[src/rtl/psu_pkg.sv]
package psu_pkg;

    localparam int MUL_W  = 33;
    localparam int PROD_W = 2 * MUL_W;
    localparam int DIV_W  = 40;
    localparam int DIVR_W = 21;
    localparam int CNT_W  = $clog2(DIV_W + 1);

    typedef enum logic [1:0] {
        KIND_LOAD    = 2'd0,
        KIND_BEGIN   = 2'd1,
        KIND_FITNESS = 2'd2,
        KIND_DIM     = 2'd3
    } kind_t;

    localparam logic [1:0] CFG_MAX_VEL     = 2'd0;
    localparam logic [1:0] CFG_INERTIA     = 2'd1;
    localparam logic [1:0] CFG_MAX_ITER    = 2'd2;

    localparam logic signed [MUL_W-1:0] INERTIA_FLOOR = 33'sd26214;
    localparam logic [20:0] ITER_LIMIT = 21'h1FFFFF;

endpackage

[src/rtl/psu_mul.sv]
module psu_mul
    import psu_pkg::*;
(
    input  logic                     clk,
    input  logic signed [MUL_W-1:0]  a,
    input  logic signed [MUL_W-1:0]  b,
    output logic signed [PROD_W-1:0] prod
);

    logic signed [PROD_W-1:0] prod_reg;

    always_ff @(posedge clk)
    begin
        prod_reg <= PROD_W'(a) * PROD_W'(b);
    end

    assign prod = prod_reg;

endmodule

[config.mk]
export PLATFORM = sky130hd
export DESIGN_NAME = psu_mul
export DESIGN_NICKNAME = d
export VERILOG_FILES = /design/src/rtl/psu_pkg.sv /design/src/rtl/psu_mul.sv
export SDC_FILE = /design/constraint.sdc
export NUM_CORES = 2
export LEC_CHECK = 0
export BUFFER_PORTS_ARGS = -buffer_cell sky130_fd_sc_hd__buf_4
export CAP_MARGIN = 20
export CORE_MARGIN = 2
export CORE_UTILIZATION = 41
export DETAILED_ROUTE_END_ITERATION = 12
export PLACE_DENSITY = 0.65
export REMOVE_ABC_BUFFERS = 1
export SETUP_SLACK_MARGIN = 0.1
export SYNTH_ARGS = -nofsm -noshare
export SYNTH_HDL_FRONTEND = slang
export SYNTH_SLANG_ARGS = --single-unit
[constraint.sdc]
create_clock -name clk -period 19 [get_ports clk]
set_input_delay 0.95 -clock clk [delete_from_list [all_inputs] [get_ports clk]]
set_output_delay 0.95 -clock clk [all_outputs]
set_load 0.05 [all_outputs]
==> key figures <==
Timing
  – RSZ-0062 raised after global routing: no
  – Highest clock rate: between 100 and 150 MHz
  – Minimum clock period: 8.774 ns
  – Final period util: 0.4618
  – Final Hold Viols: 0
  – Least-Margin Pin Slew: about 1 ns
  – Pins over their slew limit: 0
  – Setup-failing EPs final: 0
  – Max_slew headroom: 0.3493
  – Sum of negative setup slack: 0 ns

Floorplan
  – Die Ht: around 320 µm
  – Die Area: 101900 µm²
  – Row count: between 100 and 150
  – Num ports: ~130
  – Core area: between 90000 and 100000 µm²
  – DIE WIDTH: 319.2 µm
  – Initial Utilization: 0.4139

Global route
  – M1 GR Usage: 0.2857
  – Met2 usage: 0.3706
  – First-pass GRT wire length: between 150000 and 200000 µm
  – Met3 usage: 0.02928
  – Busiest grt layer: met2
  – Pin count of the biggest net entering global routing: 34
  – Vias in the first global route: about 31000
  – Gr usage total: 0.2133
  – Grt ovf: 0
  – Initial antenna violation count: 6

Yosys
  – Mapped Area: 40730 µm²
  – Mean Syn Cell Area: between 9 and 10 µm²
  – Post-synth ARST share: 0
  – Primary FF master, synth: dfxtp_1
  – Syn Inst Count: around 4300
  – Post-synth cell types: 80
  – Post-synth EDFFs: 0
  – YS warnings: 0
  – Register bit total from synthesis: 66
  – Seq/Total Area, Yosys: 0.03244

Final layout
  – Share of cells above drive strength 1: 0.04405
  – Most common cell after layout, fill and taps aside: fa_1
  – Diode count: 0
  – Footprint of the multi-input gates: between 30000 and 40000 µm²
  – Largest register FFs: 66
  – Area growth syn-to-layout: 5.292%
  – Sequential Area: ~1300 µm²
  – Commonest cells after routing, fill and taps aside: 1145 x fa_1, 1131 x inv_1, 562 x and2_1, 551 x nand2_1, 217 x ha_1
  – FILL cells: 9664
  – Final net count: ~5700

Place
  – DP Wirelength: approximately 85000 µm
  – I/O Buffers: between 100 and 150
  – Final GP Congestion: roughly 0.91

Setup path
  – Crit path largest cell delay: 1.24 ns
  – Top cell by count, worst path: fa_1
  – Crit path buffers/inverters: 4
  – Max FO, Critical Path: 33
  – CP top delay family: adder cells
  – CP startpoint kind: primary input
  – CP required: roughly 19 ns
  – CP max stage cell: fa_1
  – Crit path DAT: 9.06 ns
  – Worst Setup End Kind: flop
  – CP cell instances: buf_4, nand2_1, inv_1, fa_1, fa_1, fa_1, fa_1, fa_1, fa_1, fa_1, inv_1, fa_1, inv_1, ha_1, and2_1, and3_1, nand4_1, nor4_1, a21oi_4, o31ai_2, xor2_1
  – Crit Path Class: primary input to flop

Clock tree
  – Register clock-pin slew on the reported worst setup and hold paths: about 0.070 ns
  – # resized after CTS: 0
  – Root buf cell: clkbuf_16
  – H-tree depth: 3
  – CTS Sinks: 66
  – CTS Hold Bufs: 0
  – Setup bufs post-CTS: 0
  – CTS buffer count: 9
  – Clock buffer depth: 2
  – TritonCTS clock tree: yes

Run
  – Max-Cap Viols: 0

Routing
  – ANT nets after route: 0
  – Routed WL: ~100000 µm
  – Post-DR vias/cell: 5.108
  – # DRC: 0
  – Initial DRC Count: 1492
  – DR pass1 iterations: 5
  – DR WL/cell: approximately 19 µm
  – Total number of vias: between 20000 and 30000

Status
  – Status: complete, no violations

Worst hold path
  – Worst hold path type: primary input to flop
[cells by family after synthesis]
family | Yosys count | share of synthesized area
fa+ha+maj | 1362 | 0.6294
buf+inv | 1352 | 0.1251
simple gates | 1271 | 0.1578
compound gates | 219 | 0.04067
xor+xnor | 68 | 0.01462
flops | 66 | 0.03244
[metrics by stage]
step / util / area [µm²] / cells / setup WS, ns / hold WS, ns
after global routing: 0.4358 / 42890 / 5555 / 9.821 / 1.028
after detailed placement: 0.4317 / 42490 / 5537 / 9.887 / 1.401
after CTS: 0.4352 / 42830 / 5553 / 10.25 / 1.022
after global placement: 0.4317 / 42490 / 5537 / 9.905 / 1.401
after floorplan: - / 39880 / 4117 / 11.17 / 1.072
final: 0.4358 / 42890 / 5555 / 10.23 / 1.030
[synth_stat cells (6+ instances only)]
cell type  count  area [µm²]
xor2_1        25       219.0
o21a_1         6       45.04
nand2b_1      12       75.07
nand3_1       25       125.1
inv_1       1131        4245
ha_1         217        2715
a211oi_1       7       52.55
nand4_1       11       68.82
dfxtp_1       66        1321
a31oi_1        8       50.05
nor2_1        68       255.2
fa_1        1145       22920
a211o_1        6       52.55
o21ai_1        6       30.03
a21oi_1       57       285.3
buf_2         11       55.05
o21ai_0       25       125.1
o21bai_1      11       82.58
a21o_1        36       270.3
xnor2_1       43       376.6
clkbuf_1     208       780.8
nand2_1      551        2068
and2_1       562        3516
nor3_1         7       35.03
[worst paths after layout]
path                  startpoint        to  slack, ns  cells past startpoint
worst max-delay path        b[3]  prod[59]      10.23                     21
worst min-delay path        b[0]   prod[0]       1.03                      2
[per-layer routing]
metal / vias up / share of wire
li1: 12160 / -
met4: 0 / 0.021
met3: 138 / 0.068
met5: - / 0
met1: 15150 / 0.40
met2: 924 / 0.51
[cell type report]
type                            count  area share
Timing Repair Buffer              135     0.02456
Clock inverter                      7    0.002742
Tap cell                         1287     0.03754
Clock buffer                        9    0.005251
Multi-Input combinational cell   2920      0.8001
Sequential cell                    66     0.03081
Inverter                         1131     0.09898
Power is not shown: default switching activity piles up to over one toggle a cycle in this logic, so the estimate is an artifact.
