--- config.mk ---
export PLATFORM = sky130hd
export DESIGN_NAME = psu_div
export DESIGN_NICKNAME = d
export VERILOG_FILES = /design/src/rtl/psu_pkg.sv /design/src/rtl/psu_div.sv
export SDC_FILE = /design/constraint.sdc
export NUM_CORES = 1
export LEC_CHECK = 0
export BUFFER_PORTS_ARGS = -buffer_cell sky130_fd_sc_hd__buf_2
export CORE_MARGIN = 2
export CORE_UTILIZATION = 58
export DETAILED_ROUTE_END_ITERATION = 6
export PLACE_DENSITY_LB_ADDON = 0.25
export SLEW_MARGIN = 15
export SYNTH_ARGS = -nofsm -noshare
export SYNTH_HDL_FRONTEND = slang
export SYNTH_SLANG_ARGS = --single-unit
--- constraint.sdc ---
create_clock -name clk -period 7.85 [get_ports clk]
set_input_delay 1.57 -clock clk [delete_from_list [all_inputs] [get_ports clk]]
set_output_delay 1.57 -clock clk [all_outputs]
set_load 0.05 [all_outputs]
--- src/rtl/psu_pkg.sv ---
package psu_pkg;

    localparam int MUL_W  = 33;
    localparam int PROD_W = 2 * MUL_W;
    localparam int DIV_W  = 40;
    localparam int DIVR_W = 21;
    localparam int CNT_W  = $clog2(DIV_W + 1);

    typedef enum logic [1:0] {
        KIND_LOAD    = 2'd0,
        KIND_BEGIN   = 2'd1,
        KIND_FITNESS = 2'd2,
        KIND_DIM     = 2'd3
    } kind_t;

    localparam logic [1:0] CFG_MAX_VEL     = 2'd0;
    localparam logic [1:0] CFG_INERTIA     = 2'd1;
    localparam logic [1:0] CFG_MAX_ITER    = 2'd2;

    localparam logic signed [MUL_W-1:0] INERTIA_FLOOR = 33'sd26214;
    localparam logic [20:0] ITER_LIMIT = 21'h1FFFFF;

endpackage

--- src/rtl/psu_div.sv ---
module psu_div
    import psu_pkg::*;
(
    input  logic              clk,
    input  logic              rst_n,
    input  logic              start,
    input  logic [DIV_W-1:0]  dividend,
    input  logic [DIVR_W-1:0] divisor,
    output logic              busy,
    output logic              done,
    output logic [DIV_W-1:0]  quotient
);

    logic [DIVR_W-1:0] rem_reg;
    logic [DIV_W-1:0]  quo_reg;
    logic [CNT_W-1:0]  cnt_reg;
    logic              busy_reg;
    logic              done_reg;
    logic [DIVR_W:0]   trial;

    // restoring division, one quotient bit a cycle
    assign trial = {rem_reg, quo_reg[DIV_W-1]};

    always_ff @(posedge clk or negedge rst_n)
    begin
        if (!rst_n)
        begin
            busy_reg <= 1'b0;
            done_reg <= 1'b0;
            cnt_reg  <= '0;
        end
        else
        begin
            done_reg <= 1'b0;
            if (start)
            begin
                busy_reg <= 1'b1;
                cnt_reg  <= CNT_W'(DIV_W);
            end
            else if (busy_reg)
            begin
                cnt_reg <= cnt_reg - 1'b1;
                if (cnt_reg == CNT_W'(1))
                begin
                    busy_reg <= 1'b0;
                    done_reg <= 1'b1;
                end
            end
        end
    end

    always_ff @(posedge clk)
    begin
        if (start)
        begin
            rem_reg <= '0;
            quo_reg <= dividend;
        end
        else if (busy_reg)
        begin
            if (trial >= {1'b0, divisor})
            begin
                rem_reg <= DIVR_W'(trial - {1'b0, divisor});
                quo_reg <= {quo_reg[DIV_W-2:0], 1'b1};
            end
            else
            begin
                rem_reg <= trial[DIVR_W-1:0];
                quo_reg <= {quo_reg[DIV_W-2:0], 1'b0};
            end
        end
    end

    assign busy     = busy_reg;
    assign done     = done_reg;
    assign quotient = quo_reg;

endmodule

==> impl_metrics.json, run 1 <==
{
  "final_cell_mix": "105 x buf_2, 43 x nand2_1, 40 x mux2_2, 40 x edfxtp_1",
  "critPathKind": "in -> reg",
  "path_cells": "buf_2 > ha_1 > inv_1 > fa_1 > a21o_1 > a221oi_2 > o211ai_2 > a21oi_4 > o21ai_2 > and3_1 > nor4_2",
  "period_share_pct": 49.3,
  "grt_pass1_wl_mm": 16.4,
  "gr-total-overflow": 0,
  "die_w_um": 90.7,
  "netlist_instances": 416,
  "cts_hold_buf": 0,
  "final_nets": 607,
  "synthArstFlopShare_pct": 11.6,
  "worstReg2RegEnd": "rem_reg[10]",
  "vdd_drop_max_v": 0.000196,
  "cts_buffers": 9,
  "startpoint": "divisor[0]",
  "max_freq_ghz": 0.258,
  "cts_buffer_depth": 2,
  "outcome": "finished clean",
  "slowest_stage": "fa_1",
  "critPathLaunchType": "input pin",
  "min_path_type": "reg -> reg",
  "critPathTopFamily": "compound AO/OA/AOI/OAI gates",
  "syn_area_mm2": 0.00436,
  "synth_seq_area_share_pct": 41.8,
  "setup-tns-final_ns": 0,
  "fillers": 553,
  "critPathCaptureType": "register",
  "p_per_area_mw_per_mm2": 288,
  "path_clk_slew_ns": 0.07,
  "power_uw": 1470,
  "drc": 0,
  "cts_resized": 0,
  "core-area_mm2": 0.00725,
  "synth_ff_type": "edfxtp_1",
  "grt_usage_pct": 24.7,
  "reg2reg_setup_slack_ns": 4.76,
  "maxSlewViolCount": 0,
  "synth-edff-count": 40,
  "cts-root-buf": "clkbuf_8",
  "skew_ns": 0.00966,
  "routed_wl_mm": 9.86,
  "reg2reg_from": "quotient[39]",
  "worstSetupEndpoint": "rem_reg[10]",
  "pin_count": 106,
  "drt_first_iter_violations": 162,
  "grt_max_degree": 66,
  "ys_warn_count": 0,
  "vias": 3511,
  "r2r_cells": 11,
  "final_common_cell": "buf_2",
  "cts_setup_buffers": 0,
  "areaGrowthSynthToFinish_pct": 17.4,
  "grt_pass1_vias": 3513,
  "period_needed_ns": 3.87,
  "antenna_found_initial": 0,
  "largest_reg_flops": 40,
  "slew_headroom_pct": 32.0,
  "ant_nets": 0,
  "final-hold-violation-count": 0,
  "start_util_pct": 60.1,
  "path_max_fanout": 23,
  "cts_num_sinks": 69,
  "regArea_mm2": 0.00182,
  "gp_congestion": 0.866,
  "tritoncts": "done",
  "multi_input_area_mm2": 0.00233,
  "cp_slowest_stage_delay_ns": 0.39,
  "grt_setup_unrepaired": "false",
  "p_leak_uw": 0.00224,
  "via_per_inst": 5.64,
  "ys_ff_latch": 69,
  "synthDistinctLibCells": 69,
  "ctsHtreeMaxLevel": 3,
  "utilization_pct": 70.5,
  "fp-row-count": 31,
  "synth_top_area_share_pct": 27.6,
  "required_ns": 8.10,
  "crit_cells": 11,
  "syn_nets": 504,
  "post_route_cells_drive_above_1_share_pct": 38.0,
  "clk_latency_ns": 0.34,
  "synth.largest_area_cell": "edfxtp_1",
  "cp_data_arrival_time_ns": 4.12,
  "cap_violations": 0,
  "die_area_mm2": 0.00822,
  "wl_per_cell_um": 15.8,
  "diodes": 0,
  "synth.avg_cell_area_um2": 10.5,
  "io_buffers": 105,
  "setup_violations": 0,
  "worst_pin_slew_ns": 1.02,
  "hold_ws_ns": 0.486,
  "synthTopCellsByArea": "edfxtp_1 28%, mux2_2 10%, dfxtp_1 9.6%, ha_1 6.6%, dfrtp_1 4.6%",
  "dpl.hpwl_mm": 7.21,
  "die_y_um": 90.7,
  "critPathBufInv": 2,
  "first_pass_iters": 4
}
routing by layer:
metal	routed length, µm	up-vias	global-route usage (%)
met4	229	0	8.97
met1	4350	1668	31.6
li1	-	1723	-
met3	463	22	5.34
met5	0	-	0
met2	4820	98	41.4
per-stage QoR:
stage | cell area [µm²] | setup WS (ns) | instances
2_1_floorplan | 4360 | 4.05 | 416
3_3_place_gp | 4930 | 3.72 | 607
3_5_place_dp | 4930 | 3.62 | 607
4_1_cts | 5120 | 3.97 | 623
5_1_grt | 5120 | 3.77 | 623
6_report | 5120 | 3.98 | 623
area by class of cell:
type / count / share of cell area (%)
clock buffer: 9 / 2.42
clock inverter: 7 / 1.30
inverter: 28 / 2.05
multi-input combinational: 303 / 45.5
sequential: 69 / 35.6
tap: 99 / 2.42
timing repair buffer: 108 / 10.7
logic make-up (layout without fill, tap and decap cells):
kind of cell             count (synthesis)  count (layout)  synth area share (%)
AND/OR/NAND/NOR                        124             124                  14.7
multiplexers                            43              43                  11.1
buffers and inverters                   44             152                  4.79
AO/OA/AOI/OAI                           92              92                  16.5
adder cells (fa/ha/maj)                 24              24                  7.06
flip-flops                              69              69                  41.8
XOR/XNOR                                20              20                  4.02
how the worst min path moves through the flow:
stage	start	to	slack [ns]	cells after the start
final	rem_reg[18]	rem_reg[18]	0.49	2
after global routing	rem_reg[18]	rem_reg[18]	0.51	2
after CTS	rem_reg[18]	rem_reg[18]	0.49	2
after detailed placement	rem_reg[18]	rem_reg[18]	0.48	2
after global placement	rem_reg[13]	rem_reg[13]	0.46	2
after floorplan	rem_reg[13]	rem_reg[13]	0.44	2
cells in the mapped netlist, drive strengths merged, types with 2 or more instances:
cell / number
xor2: 5
a31oi: 6
and4: 2
dfxtp: 21
nand3: 8
o31ai: 6
ha: 23
inv: 28
nor3: 7
a211oi: 4
a311oi: 9
buf: 11
o31a: 3
o21ai: 16
a21oi: 26
nand4: 4
xnor2: 15
nor2b: 3
nand2: 52
a21o: 4
mux2: 41
o21a: 6
and2: 4
mux2i: 2
dfrtp: 8
nand2b: 5
nor4: 3
edfxtp: 40
nor3b: 2
clkbuf: 5
nor2: 27
o211ai: 2
a31o: 3
and3: 3
worst reg2reg max path: cells and delay by family (launching register included):
family	cells	cell delay, ns
compound gates	5	1.31
fa+ha+maj	2	0.56
simple gates	2	0.55
flops	1	0.42
buf+inv	2	0.16
report_power, final:
part	switching (µW)	internal [µW]	total [µW]
combinational	420	262	682
clock	138	144	282
sequential	53.7	454	508
total	611	861	1470
Note: power is estimated with default switching activity, not from simulation.
==> run 2: changes to the inputs <==
--- a/config.mk
+++ b/config.mk
@@ -5,9 +5,10 @@
 export SDC_FILE = /design/constraint.sdc
 export NUM_CORES = 1
 export LEC_CHECK = 0
+export ABC_AREA = 1
 export BUFFER_PORTS_ARGS = -buffer_cell sky130_fd_sc_hd__buf_2
 export CORE_MARGIN = 2
-export CORE_UTILIZATION = 58
+export CORE_UTILIZATION = 55
 export DETAILED_ROUTE_END_ITERATION = 6
 export PLACE_DENSITY_LB_ADDON = 0.25
 export SLEW_MARGIN = 15
==> constraint.sdc (replaced) <==
create_clock -name clk -period 4 [get_ports clk]
set_input_delay 0.8 -clock clk [delete_from_list [all_inputs] [get_ports clk]]
set_output_delay 0.8 -clock clk [all_outputs]
set_load 0.05 [all_outputs]
==> impl_metrics.json, run 2 <==
{
  "outcome": "finished clean",
  "pwr-share-comb_pct": 52.1,
  "critPathLaunchType": "input pin",
  "maxSlewViolCount": 0,
  "grt_setup_unrepaired": "false",
  "synth_ff_type": "edfxtp_1",
  "synth-edff-count": 40,
  "synthTopCellsByCount": "281 x nand2_1, 93 x inv_1, 40 x edfxtp_1, 38 x nand3_1, 38 x nor2_1",
  "switchingPower_uw": 1520,
  "cts_buffer_depth": 2,
  "power_frac_seq_pct": 30.3,
  "p_leak_uw": 0.00302,
  "vias": 4394,
  "gp_congestion": 0.923,
  "die_area_mm2": 0.00917,
  "final_cell_mix": "281 x nand2_1, 105 x buf_2, 93 x inv_1",
  "path_max_fanout": 22,
  "min_path_type": "in -> async",
  "vdd_drop_max_v": 0.000285,
  "critPathKind": "in -> reg",
  "regArea_mm2": 0.00182,
  "hold_ws_ns": 0.279,
  "cts_setup_buffers": 0,
  "ant_nets": 0,
  "fp-row-count": 33,
  "cts_hold_buf": 0,
  "grt_usage_pct": 24.7,
  "final_area_mm2": 0.00541,
  "core-area_mm2": 0.00818,
  "worst_pin_slew_ns": 1.00,
  "routed_wl_mm": 11.3,
  "synth_seq_area_share_pct": 39.3,
  "io_buffers": 105,
  "synthTopCellsByArea": "edfxtp_1 26%, nand2_1 23%, dfxtp_1 9.1%, inv_1 7.5%, ha_1 6.2%",
  "max_freq_ghz": 0.375,
  "synthArstFlopShare_pct": 11.6,
  "diodes": 0,
  "cts_resized": 0,
  "pin_count": 106,
  "ys_warn_count": 0,
  "pwr-share-clk_pct": 17.7,
  "via_per_inst": 5.04,
  "cts_num_sinks": 69,
  "antenna_found_initial": 0,
  "synthDistinctLibCells": 37,
  "startpoint": "divisor[7]",
  "drc": 0,
  "syn_area_mm2": 0.00463,
  "slew_headroom_pct": 33.2,
  "multi_input_area_mm2": 0.00233,
  "setup_violations": 0,
  "power.internal_uw": 1790,
  "syn_nets": 747,
  "path_clk_slew_ns": 0.08,
  "worstReg2RegEnd": "rem_reg[2]",
  "first_pass_iters": 5,
  "die_w_um": 95.8,
  "ctsHtreeMaxLevel": 3,
  "period_share_pct": 66.8,
  "tritoncts": "done",
  "placed_area_mm2": 0.00521,
  "ys_ff_latch": 69,
  "reg2reg_from": "quotient[39]",
  "die_y_um": 95.8,
  "cts-root-buf": "clkbuf_8",
  "required_ns": 4.24,
  "grt_pass1_vias": 4031,
  "r2r_cells": 14,
  "cap_violations": 0,
  "cp_data_arrival_time_ns": 2.91,
  "grt_pass1_wl_mm": 17.8,
  "critPathCaptureType": "register",
  "final_common_cell": "nand2_1",
  "power_uw": 3300,
  "setup-tns-final_ns": 0,
  "final_nets": 849,
  "synth.largest_area_cell": "edfxtp_1",
  "skew_ns": 0.0123,
  "cts_buffers": 9,
  "synth.avg_cell_area_um2": 7.03,
  "reg2reg_setup_slack_ns": 1.44,
  "netlist_instances": 659,
  "p_per_area_mw_per_mm2": 610,
  "fillers": 761,
  "dpl.hpwl_mm": 8.24,
  "post_route_cells_drive_above_1_share_pct": 20.4,
  "swShare_pct": 45.9,
  "areaGrowthSynthToFinish_pct": 16.8,
  "grt_max_degree": 49,
  "post-place-ws_ns": 1.01,
  "synth_top_area_share_pct": 25.9,
  "period_needed_ns": 2.67,
  "yosysMostFrequentCell": "nand2_1",
  "largest_reg_flops": 40,
  "final-hold-violation-count": 0,
  "wl_per_cell_um": 13.0,
  "gr-total-overflow": 0,
  "drt_first_iter_violations": 267,
  "clk_latency_ns": 0.36,
  "start_util_pct": 56.6,
  "setup_ws_ns": 1.33
}
-- run 2: worst max path at each step --
stage                     cells past startpoint     endpoint  slack [ns]
after global routing                         14  rem_reg[14]        1.15
after detailed placement                     13   rem_reg[2]        1.01
final                                        13   rem_reg[2]        1.33
after floorplan                              12  quotient[0]        1.60
after global placement                       15  rem_reg[14]        1.10
after CTS                                    14   rem_reg[2]        1.35
-- run 2: routing by layer --
metal	up-vias	routed length, µm	global-route usage, %	part of all wire [%]
met5	-	0	0	0
met4	0	215	9.29	1.9
met3	20	592	3.60	5.2
met2	120	5370	40.6	47
met1	1995	5140	33.1	45
li1	2259	-	-	-
-- run 2: cell type report --
cell class	count	area share [%]
flip-flops and latches	69	33.7
inverters	99	6.87
multi-input cells	473	43.1
repair buffers	109	10.3
well taps	105	2.43
clock inverters	7	1.36
clock buffers	9	2.29
-- run 2: kinds of logic (layout without fill, tap and decap cells) --
kind of cell / count (synthesis) / after routing / synth area share, %
xor gates and xnor gates: 8 / 8 / 1.51
AOI/OAI and AO/OA: 39 / 39 / 4.49
buffers and inverters: 117 / 224 / 10.3
adders and majority gates: 24 / 24 / 6.65
DFF: 69 / 69 / 39.3
and+or+nand+nor: 402 / 402 / 37.7
-- run 2: power groups by stage --
stage	clock network [µW]	registers (µW)	logic, µW
after global placement	0	1010	1660
after floorplan	0	1140	1260
after detailed placement	0	1010	1690
final	583	999	1720
after CTS	586	998	1710
after global routing	616	1020	1930
-- run 2: stage by stage --
step	util, %	std cells
after floorplan	-	659
after global placement	63.8	855
after detailed placement	63.8	855
after CTS	66.2	871
after global routing	66.2	871
final	66.2	871
-- run 2: critical path: stages --
cell	delay (ns)
buf_2	0.08
inv_1	0.03
ha_1	0.34
nand2_1	0.14
inv_1	0.07
nand2_1	0.11
nor2_1	0.06
nand2_1	0.07
nand2_2	0.06
nor2_4	0.51
nand2_4	0.33
nor2_1	0.20
o21ai_1	0.09
